<file path="src/stxd_pkg.sv">
`timescale 1ns / 1ps
`default_nettype none
// Shared types and constants for the STX ASCII length deframer.
// No dependencies; compiled before the interfaces and modules.
package stxd_pkg;

	localparam int unsigned BYTE_W = 8;
	localparam int unsigned LEN_W = 14;
	localparam int unsigned POS_W = 14;

	// Header byte that holds the first length digit (start byte is byte 0)
	localparam int unsigned LENGTH_OFFSET = 5;

	localparam logic [BYTE_W-1:0] ASCII_ZERO = 8'h30;
	localparam logic [BYTE_W-1:0] ASCII_NINE = 8'h39;

	localparam logic [BYTE_W-1:0] START_BYTE_RESET = 8'h01;

	typedef struct packed {
		logic              valid;
		logic [BYTE_W-1:0] out_byte;
		logic              frame_first;
		logic              frame_last;
		logic              abort_previous;
		logic [LEN_W-1:0]  body_length;
	} result_t;

endpackage
`default_nettype wire

</file>
<file path="src/stxd_ifs.sv">
`timescale 1ns / 1ps
`default_nettype none
// Handshake channels of the deframer: byte input, result output, config write.
// Depends on stxd_pkg.
interface stxd_rx_if;
	logic                        valid;
	logic                        ready;
	logic [stxd_pkg::BYTE_W-1:0] in_byte;
	modport source (output valid, output in_byte, input ready);
	modport sink (input valid, input in_byte, output ready);
endinterface

interface stxd_tx_if;
	logic                        valid;
	logic                        ready;
	logic [stxd_pkg::BYTE_W-1:0] out_byte;
	logic                        frame_first;
	logic                        frame_last;
	logic                        abort_previous;
	logic [stxd_pkg::LEN_W-1:0]  body_length;
	modport source (output valid, output out_byte, output frame_first, output frame_last,
		output abort_previous, output body_length, input ready);
	modport sink (input valid, input out_byte, input frame_first, input frame_last,
		input abort_previous, input body_length, output ready);
endinterface

interface stxd_cfg_if;
	logic                        valid;
	logic                        ready;
	logic [stxd_pkg::BYTE_W-1:0] start_byte;
	modport source (output valid, output start_byte, input ready);
	modport sink (input valid, input start_byte, output ready);
endinterface
`default_nettype wire

</file>
<file path="src/stxd_parser.sv">
`timescale 1ns / 1ps
`default_nettype none
// Frame parser: phase, byte position and length decode for one byte per step.
// Depends on stxd_pkg.
module stxd_parser #(
	parameter int unsigned HEADER_BYTES  = 10,
	parameter int unsigned LENGTH_DIGITS = 4
) (
	input  wire logic                        clk,
	input  wire logic                        arst_n,
	input  wire logic                        step,
	input  wire logic [stxd_pkg::BYTE_W-1:0] byte_in_s1,
	input  wire logic [stxd_pkg::BYTE_W-1:0] start_byte,
	output stxd_pkg::result_t                result
);
	import stxd_pkg::*;

	typedef enum logic [1:0] {
		PH_HUNT,
		PH_HEADER,
		PH_BODY,
		PH_TRAILER
	} phase_t;

	localparam logic [POS_W:0] HDR_END = (POS_W+1)'(HEADER_BYTES);
	localparam logic [POS_W-1:0] DIG_LO = POS_W'(LENGTH_OFFSET);
	localparam logic [POS_W-1:0] DIG_HI = POS_W'(LENGTH_OFFSET + LENGTH_DIGITS);

	phase_t           phase_q, phase_d;
	logic [POS_W-1:0] pos_q, pos_d;
	logic [LEN_W-1:0] len_q, len_d;
	logic             stopped_q, stopped_d;
	logic [POS_W:0]   pos_inc;
	logic [POS_W:0]   body_end;
	logic             is_digit;
	logic [LEN_W-1:0] digit;

	assign pos_inc  = {1'b0, pos_q} + 1'b1;
	assign body_end = HDR_END + {1'b0, len_q};
	assign is_digit = (byte_in_s1 >= ASCII_ZERO) && (byte_in_s1 <= ASCII_NINE);
	assign digit    = LEN_W'(byte_in_s1 - ASCII_ZERO);

	always_comb begin
		phase_d   = phase_q;
		pos_d     = pos_q;
		len_d     = len_q;
		stopped_d = stopped_q;
		result    = '0;
		result.out_byte = byte_in_s1;
		if (byte_in_s1 == start_byte) begin
			// start byte opens a frame from any phase; inside a frame it voids the old one
			if (phase_q != PH_HUNT || byte_in_s1 == start_byte) begin
				result.valid          = 1'b1;
				result.frame_first    = 1'b1;
				result.abort_previous = (phase_q != PH_HUNT);
				phase_d   = PH_HEADER;
				pos_d     = POS_W'(1);
				len_d     = '0;
				stopped_d = 1'b0;
			end
		end else begin
			case (phase_q)
				PH_HUNT: begin
				end
				PH_TRAILER: begin
					result.valid       = 1'b1;
					result.frame_last  = 1'b1;
					result.body_length = len_q;
					phase_d = PH_HUNT;
					pos_d   = '0;
				end
				PH_HEADER: begin
					result.valid = 1'b1;
					if (pos_q >= DIG_LO && pos_q < DIG_HI && !stopped_q) begin
						if (is_digit) begin
							len_d = (len_q << 3) + (len_q << 1) + digit;
						end else begin
							stopped_d = 1'b1;
						end
					end
					if (pos_inc >= HDR_END) begin
						phase_d = (len_d == '0) ? PH_TRAILER : PH_BODY;
					end
					pos_d = pos_inc[POS_W-1:0];
				end
				PH_BODY: begin
					result.valid = 1'b1;
					if (pos_inc >= body_end) begin
						phase_d = PH_TRAILER;
					end
					pos_d = pos_inc[POS_W-1:0];
				end
				default: begin
					phase_d = PH_HUNT;
				end
			endcase
		end
	end

	always_ff @(posedge clk or negedge arst_n) begin
		if (!arst_n) begin
			phase_q   <= PH_HUNT;
			pos_q     <= '0;
			len_q     <= '0;
			stopped_q <= 1'b0;
		end else if (step) begin
			phase_q   <= phase_d;
			pos_q     <= pos_d;
			len_q     <= len_d;
			stopped_q <= stopped_d;
		end
	end

endmodule
`default_nettype wire

</file>
<file path="src/stx_ascii_length_deframer.sv">
`timescale 1ns / 1ps
`default_nettype none
// STX ASCII length deframer, top level.
// Channels: rx takes one stream byte per item; tx gives one frame byte per
// item with frame_first, frame_last, abort_previous and body_length
// (body_length is nonzero only on frame_last); cfg writes start_byte.
// Bytes outside a frame are dropped and produce no tx item.
// A byte accepted on rx passes the input register, then the result
// register, before it is presented on tx. Throughput: one byte per cycle
// while tx does not stall, set by the combinational parser step between
// the two registers.
// When tx stalls, the result register holds; the input register still
// takes one more byte, after which rx.ready drops until tx drains.
// Dropped bytes pass through even while tx stalls.
// Reset: parser back to hunting, both registers empty, start_byte = 0x01.
// cfg.ready is always high; a write takes effect on the next byte.
// Depends on stxd_pkg, stxd_ifs, stxd_parser.
module stx_ascii_length_deframer #(
	parameter int unsigned HEADER_BYTES  = 10,
	parameter int unsigned LENGTH_DIGITS = 4
) (
	input wire logic clk,
	input wire logic arst_n,
	stxd_rx_if.sink    rx,
	stxd_tx_if.source  tx,
	stxd_cfg_if.sink   cfg
);
	import stxd_pkg::*;

	logic              valid_s1;
	logic [BYTE_W-1:0] byte_s1;
	logic [BYTE_W-1:0] start_q;
	logic              advance;
	result_t           result;
	result_t           out_q;

	// A dropped byte never needs the result register
	assign advance  = valid_s1 && (!result.valid || !out_q.valid || tx.ready);
	assign rx.ready = !valid_s1 || advance;
	assign cfg.ready = 1'b1;

	stxd_parser #(
		.HEADER_BYTES (HEADER_BYTES),
		.LENGTH_DIGITS(LENGTH_DIGITS)
	) u_parser (
		.clk       (clk),
		.arst_n    (arst_n),
		.step      (advance),
		.byte_in_s1(byte_s1),
		.start_byte(start_q),
		.result    (result)
	);

	always_ff @(posedge clk or negedge arst_n) begin
		if (!arst_n) begin
			valid_s1 <= 1'b0;
			start_q  <= START_BYTE_RESET;
			out_q    <= '0;
		end else begin
			if (cfg.valid) begin
				start_q <= cfg.start_byte;
			end
			if (rx.valid && rx.ready) begin
				valid_s1 <= 1'b1;
			end else if (advance) begin
				valid_s1 <= 1'b0;
			end
			if (advance && result.valid) begin
				out_q <= result;
			end else if (tx.ready) begin
				out_q.valid <= 1'b0;
			end
		end
	end

	always_ff @(posedge clk) begin
		if (rx.valid && rx.ready) begin
			byte_s1 <= rx.in_byte;
		end
	end

	assign tx.valid          = out_q.valid;
	assign tx.out_byte       = out_q.out_byte;
	assign tx.frame_first    = out_q.frame_first;
	assign tx.frame_last     = out_q.frame_last;
	assign tx.abort_previous = out_q.abort_previous;
	assign tx.body_length    = out_q.body_length;

endmodule
`default_nettype wire
</file>
<file path="src/flat_wrapper.sv">
// flat-port wrapper written by rule: the top's interface ports become plain ports
module stx_ascii_length_deframer_flat import stxd_pkg::*;
#(
	parameter int unsigned HEADER_BYTES  = 10,
	parameter int unsigned LENGTH_DIGITS = 4
)
  (clk, arst_n, rx_valid, rx_in_byte, rx_ready, tx_valid, tx_out_byte, tx_frame_first, tx_frame_last, tx_abort_previous, tx_body_length, tx_ready, cfg_valid, cfg_start_byte, cfg_ready);
  stxd_rx_if rx_i ();
  stxd_tx_if tx_i ();
  stxd_cfg_if cfg_i ();
  input wire logic clk;
  input wire logic arst_n;
  input wire logic [$bits(rx_i.valid)-1:0] rx_valid;
  input wire logic [$bits(rx_i.in_byte)-1:0] rx_in_byte;
  output wire logic [$bits(rx_i.ready)-1:0] rx_ready;
  output wire logic [$bits(tx_i.valid)-1:0] tx_valid;
  output wire logic [$bits(tx_i.out_byte)-1:0] tx_out_byte;
  output wire logic [$bits(tx_i.frame_first)-1:0] tx_frame_first;
  output wire logic [$bits(tx_i.frame_last)-1:0] tx_frame_last;
  output wire logic [$bits(tx_i.abort_previous)-1:0] tx_abort_previous;
  output wire logic [$bits(tx_i.body_length)-1:0] tx_body_length;
  input wire logic [$bits(tx_i.ready)-1:0] tx_ready;
  input wire logic [$bits(cfg_i.valid)-1:0] cfg_valid;
  input wire logic [$bits(cfg_i.start_byte)-1:0] cfg_start_byte;
  output wire logic [$bits(cfg_i.ready)-1:0] cfg_ready;
  assign rx_i.valid = rx_valid;
  assign rx_i.in_byte = rx_in_byte;
  assign rx_ready = rx_i.ready;
  assign tx_valid = tx_i.valid;
  assign tx_out_byte = tx_i.out_byte;
  assign tx_frame_first = tx_i.frame_first;
  assign tx_frame_last = tx_i.frame_last;
  assign tx_abort_previous = tx_i.abort_previous;
  assign tx_body_length = tx_i.body_length;
  assign tx_i.ready = tx_ready;
  assign cfg_i.valid = cfg_valid;
  assign cfg_i.start_byte = cfg_start_byte;
  assign cfg_ready = cfg_i.ready;
  stx_ascii_length_deframer #(.HEADER_BYTES(HEADER_BYTES), .LENGTH_DIGITS(LENGTH_DIGITS)) u_core (.clk(clk), .arst_n(arst_n), .rx(rx_i), .tx(tx_i), .cfg(cfg_i));
endmodule
</file>
<file path="config.mk">
export PLATFORM = sky130hd
export DESIGN_NAME = stx_ascii_length_deframer_flat
export DESIGN_NICKNAME = d
export VERILOG_FILES = /design/src/stxd_pkg.sv /design/src/stxd_ifs.sv /design/src/stxd_parser.sv /design/src/stx_ascii_length_deframer.sv /design/src/flat_wrapper.sv
export SDC_FILE = /design/constraint.sdc
export NUM_CORES = 1
export LEC_CHECK = 0
export ABC_AREA = 1
export BUFFER_PORTS_ARGS = -buffer_cell sky130_fd_sc_hd__buf_2
export CAP_MARGIN = 0
export CORE_MARGIN = 3
export CORE_UTILIZATION = 26
export DETAILED_ROUTE_END_ITERATION = 6
export SLEW_MARGIN = 20
export SYNTH_ARGS = -nofsm -noshare
export SYNTH_HDL_FRONTEND = slang
export SYNTH_SLANG_ARGS = --single-unit
</file>
<file path="constraint.sdc">
create_clock -name clk -period 6.7 [get_ports clk]
set_clock_uncertainty 0.1 [all_clocks]
set_input_delay 0.67 -clock clk [delete_from_list [all_inputs] [get_ports clk]]
set_output_delay 0.67 -clock clk [all_outputs]
set_load 0.02 [all_outputs]
</file>
; ---- Word level (Yosys, flattened, before mapping)
; Index checks and enable logic that the tools add are counted.
[word_totals]
output_inout_bits = 28
inputBits = 21
elab_cells = 95
ff_bits = 74
[classes]
magnitude_cmp = 6
muxes = 35
n_addsub = 5
n_reduce_logical = 28
n_eq_ne = 8
[ops]
columns = operator, count
row1 = $mux 14, 11
row2 = $add 14x14->14, 2
row3 = $pmux 14 s2, 1
row4 = $mux 1, 18
row5 = $add 14x1->15 const B, 1
row6 = $add 4x14->15 const A, 1
row7 = $ge 15x15->1, 1
row8 = $ge 15x4->1 const B, 1
row9 = $ge 14x3->1 const B, 1
row10 = $logic_not 14->1, 1
row11 = $lt 14x4->1 const B, 1
row12 = $reduce_and 5->1, 2
row13 = $reduce_bool 2->1, 5
row14 = $sub 8x6->9 const B, 1
row15 = $eq 8x8->1, 1
row16 = $ge 8x6->1 const B, 1
row17 = $le 8x6->1 const B, 1
row18 = $mux 2, 4
row19 = $logic_and 1x1->1, 6
row20 = $ne 3x3->1 const B, 2
row21 = $pmux 2 s3, 1
row22 = $reduce_and 3->1, 2
row23 = $eq 2x2->1 const B, 2
row24 = $logic_not 1->1, 4
row25 = 7 further kinds, 11

; ---- Longest topological paths before layout
[logic_depth]
ltp_word = 11
mapped_depth = 21
depth_no_buf = 21

; ---- Cells and area by module
; From an unflattened synthesis, not the netlist that was laid out.
[unflattened]
hier_cells = 762
area_unflattened_um2 = 5575.3
[modules_own_cells]
columns = mod, n_inst, cells_per_inst, seq_area_each_um2, area_each_um2
row1 = stxd_parser, 1, 597, 775.7, 3863.7
row2 = stx_ascii_length_deframer, 1, 165, 1117.3, 1711.6

; ---- Worst setup path after synthesis
; No wires, ideal clock.
[synth_path]
path_type = register -> register
startpoint = reg u_core.byte_s1[4]
endpoint = reg u_core.u_parser.phase_q[0]
slack_ns = 3.767
setup_time_ns = 0.116
arrival_ns = 2.716
period_less_slack_ns = 2.933
path_stages_with_launch = 22
t_required_ns = 6.484
path_cell_list = edfxtp_1 > ha_1 > inv_1 > nand2_1 > inv_1 > fa_1 > ha_1 > nand2_1 > o21ai_0 > inv_1 > nand2_1 > nand2_1 > nand2_1 > nand2_1 > nand3_1 > nand2_1 > nand2_1 > inv_1 > nand3_1 > nand2_1 > nand2_1 > nand2_1
[synth_via]
elab_chain_cells = 11
elab_cells_between_ends = 27
classes_between = add/sub: 2 / order compare: 2 / eq/ne: 4 / mux: 10 / reduce/logical: 9
[synth_rtl]
columns = element, line_no
row1 = "start, declared", stx_ascii_length_deframer.sv:31  ; logic [BYTE_W-1:0] byte_s1;
row2 = "start signal, assigned", stx_ascii_length_deframer.sv:78  ; byte_s1 <= rx.in_byte;
row3 = $sub 8x6->9 (tied with other cells), stxd_parser.sv:41  ; assign digit = LEN_W'(byte_in_s1 - ASCII_ZERO);
row4 = $add 14x14->14 / $logic_and 1x1->1 (equally long branches), "stxd_parser.sv:76, stxd_parser.sv:40"
row5 = $mux 14, stxd_parser.sv:75  ; if (is_digit) begin
row6 = $mux 14, stxd_parser.sv:74  ; if (pos_q >= DIG_LO && pos_q < DIG_HI && !stopped_q) begin
row7 = $mux 14, stxd_parser.sv:62  ; case (phase_q)
row8 = $mux 14, stxd_parser.sv:50  ; if (byte_in_s1 == start_byte) begin
row9 = $logic_not 14->1, stxd_parser.sv:82  ; phase_d = (len_d == '0) ? PH_TRAILER : PH_BODY;
row10 = $mux 1, stxd_parser.sv:82
row11 = $mux 2, stxd_parser.sv:81  ; if (pos_inc >= HDR_END) begin
row12 = $pmux 2 s3, stxd_parser.sv:62
row13 = $mux 2, stxd_parser.sv:50
row14 = "end signal, assigned", stxd_parser.sv:107  ; phase_q <= phase_d;
row15 = "end, declared", stxd_parser.sv:29  ; phase_t phase_q, phase_d;
; Several ways; a longest one is shown, not always the timed one. The select of a mux whose other input is x is not followed.
; A chain may end at the register's enable or synchronous reset.

; ---- Final worst setup path
; Ends and elaborated chain as after synthesis.

==> results.yml <==
worst_setup_path:
  crit_start: "u_core.byte_s1[4]$_DFFE_PP_"
  crit_type: "register to register"
  r2r-end: "u_core.u_parser.phase_q[0]$_DFFE_PN0P_"
  end_kind: "register"
  crit_chain: "ha_1 > inv_1 > nand2_1 > inv_1 > fa_1 > ha_1 > nand2_1 > nor2_1 > nand3_1 > nand4_1 > nand3_1 > a21oi_1 > nand2_1 > nor2_1 > nand3_1 > nand2_1 > nand2_1 > nand2_1"
  crit_buf_inv: 2
  critical_path_required_ns: 6.89
  crit_fanout: 6
  r2r-start: "u_core.byte_s1[4]$_DFFE_PP_"
  cp_top_family: "adder cells"
  start_kind: "register"
  r2r_slack_ns: 3.38
  cpMaxStageDelayCell: "edfxtp_1"
  cp_common_cell: "nand2_1"
  critPathMaxStageDelay_ns: 0.48
  reg2reg_depth: 18
  crit_arrival_ns: 3.51
clock_network:
  cts_sinks: 74
  cts_buffers: 9
  clock_latency_ns: 0.35
  clk_pin_slew_ns: 0.06
  clk_path_buf_depth: 2
  cts_hold_buf: 0
  cts_tree: "done"
  cts_max_level: 3
  post_cts_resized: 0
  post_cts_buffers: 0
  root_buffer: "clkbuf_16"
synth:
  synth.area.top_cells: "dfrtp_1, nand2_1, ha_1, inv_1, edfxtp_1"
  synth-edff-count: 8
  synthFlopType: "dfrtp_1"
  synth-seq-area-share: 0.361
  ys.warnings.count: 0
  syn_inst: 672
  synth-seq-cells: 74
  synthArstFlopShare: 0.892
  yosysMostFrequentCell: "nand2_1"
  synth_nets: 741
  synthAdderAreaFrac: 0.130
  synth_top_family_by_area: "simple AND/OR/NAND/NOR gates"
  synth-compound-area-share: 0.103
  yosys.area.top_type: "dfrtp_1"
  syn-cell-area_sq_um: 5240
  synth-xor-area-share: 0.0499
  postSynthAreaPerCell_sq_um: 7.79
  synth_common_cells: "nand2_1, inv_1, dfrtp_1"
  yosysUniqueCellTypes: 41
  synth_top_area_share: 0.311
  yosys.area_share.simple: 0.250
  synthMuxAreaShare: 0.0129
route:
  post_drt_wl_per_cell_um: 13.1
  drt_iter0_drc: 250
  viasPerCell: 4.47
  wl_um: 12900
  dr_total_vias: 4420
  first_pass_iters: 5
  drc: 0
  detail-route-antenna-nets: 0
hold_path:
  min_path_cells: 2
  hold_start: "u_core.tx.body_length[9]$_DFFE_PN0P_"
  holdPathEnd: "u_core.tx.body_length[9]$_DFFE_PN0P_"
  hold_class: "register to register"
global_route:
  gr-usage-met2: 0.204
  grt_overflow_total: 0
  busiest_layer: "met2"
  antenna_found_initial: 0
  grt_usage: 0.123
  grt_pass1_wl_um: 21600
  use_met1: 0.165
  grt_pass1_vias: 4274
  grt_max_degree: 67
  grt_util_met3: 0.0224
pwr:
  power_density_nw_per_um2: 522
  p_leak_nw: 3.08
  worst_ir_drop_vdd_mv: 0.164
sta:
  hold_viol: 0
  worst_slack_ns: 3.38
  slew_headroom: 0.390
  fin_crit_ns: 3.32
  period_share: 0.496
  finalSetupViolCount: 0
  worst_slew_pin_slew_ns: 0.915
  rsz0062_at_grt: "no"
  maxClockFrequency_ghz: 0.301
  final_max_slew_viol_count: 0
  final.setup.tns_ns: 0
floorplanning:
  rows: 51
  die_x_um: 148
  dieArea_sq_um: 21900
  core_area_sq_um: 19700
  dieHeight_um: 148
  io_pins: 49
  start_util: 0.266
cells_and_area:
  drive_above_1_share: 0.135
  diodes: 0
  nets: 788
  finalNonFillerCells: 989
  synthToLayoutAreaGrowth_pct: 14.9
job:
  cap_violations: 0
placed_design:
  place_inst: 973
  gp_congestion: 0.832
  dp_slack_ns: 3.36
  hpwl_um: 10200
  io_buffers: 47
outcome:
  status: "finished, final reports clean"
==> cells by family (layout without fill, tap and decap cells) <==
logic type | Yosys count | count (layout)
buffers and inverters | 113 | 165
other | 1 | 1
adder cells (fa/ha/maj) | 48 | 48
multiplexers | 6 | 6
XOR/XNOR | 29 | 29
flip-flops | 74 | 74
AND/OR/NAND/NOR | 309 | 309
AO/OA/AOI/OAI | 92 | 92
==> area by class of cell <==
type / count / area, sq um
Tap cell: 265 / 332
Timing Repair Buffer: 48 / 243
Inverter: 101 / 382
Multi-Input combinational cell: 485 / 2870
Clock buffer: 9 / 225
Sequential cell: 74 / 1890
Fill cell: 2168 / 13600
Clock inverter: 7 / 75.1
==> worst max path at each step <==
stage / endpoint / slack, ns / cells past startpoint
after floorplan: u_core.u_parser.phase_q[0]$_DFFE_PN0P_ / 3.77 / 21
after global placement: u_core.u_parser.phase_q[0]$_DFFE_PN0P_ / 3.41 / 18
after detailed placement: u_core.u_parser.phase_q[0]$_DFFE_PN0P_ / 3.36 / 21
after CTS: u_core.u_parser.phase_q[0]$_DFFE_PN0P_ / 3.34 / 18
after global routing: u_core.u_parser.phase_q[0]$_DFFE_PN0P_ / 2.98 / 21
final: u_core.u_parser.phase_q[0]$_DFFE_PN0P_ / 3.38 / 18
==> where the power goes <==
group | internal (mW) | switching (mW)
Clock | 0.290 | 0.205
Combinational | 0.679 | 1.17
Sequential | 0.609 | 0.185
==> placed cells by master (no fill, tap or decap), drive strengths merged, types with 6 or more instances in the layout <==
cell type / synthesis / layout
nand2: 188 / 188
dfrtp: 65 / 65
edfxtp: 8 / 8
a21oi: 20 / 20
nand3: 48 / 48
xnor2: 8 / 8
inv: 101 / 103
nor3: 9 / 9
xor2: 21 / 21
o21ai: 51 / 51
nor2: 53 / 53
ha: 37 / 37
nand4: 10 / 10
o22ai: 16 / 16
clkbuf: 1 / 9
mux2: 6 / 6
buf: 11 / 48
fa: 11 / 11
==> per-layer routing <==
| metal | share of wire | wire length, um |
|---|---|---|
| met1 | 0.48 | 6200 |
| met2 | 0.48 | 6190 |
| met3 | 0.030 | 382 |
| met4 | 0.013 | 170 |
| met5 | 0 | 0 |
==> tightest hold or removal path, stage by stage, from the launching register on <==
cell and delay [ns]:
dfrtp_1 0.34, nand2_1 0.06, o21ai_2 0.05
==> flip-flops by register name (all words and copies together) (netlist names) <==
register	flops
u_core.tx.out_byte	8
u_core.tx.frame_last	1
u_core.byte_s1	8
u_core.u_parser.phase_q	2
u_core.u_parser.len_q	14
u_core.u_parser.stopped_q	1
u_core.tx.body_length	14
u_core.tx.valid	1
u_core.tx.frame_first	1
u_core.start_q	8
u_core.u_parser.pos_q	14
u_core.valid_s1	1
u_core.tx.abort_previous	1
==> per-stage QoR <==
stage / hold WS [ns] / util / instance area [sq um] / total power, mW
after floorplan: 0.274 / - / 5240 / 2.20
after global placement: 0.362 / 0.291 / 5720 / 2.65
after detailed placement: 0.364 / 0.291 / 5720 / 2.66
after CTS: 0.380 / 0.306 / 6020 / 3.16
after global routing: 0.379 / 0.306 / 6020 / 3.49
final: 0.378 / 0.306 / 6020 / 3.14
(Power assumes the default switching activity.)
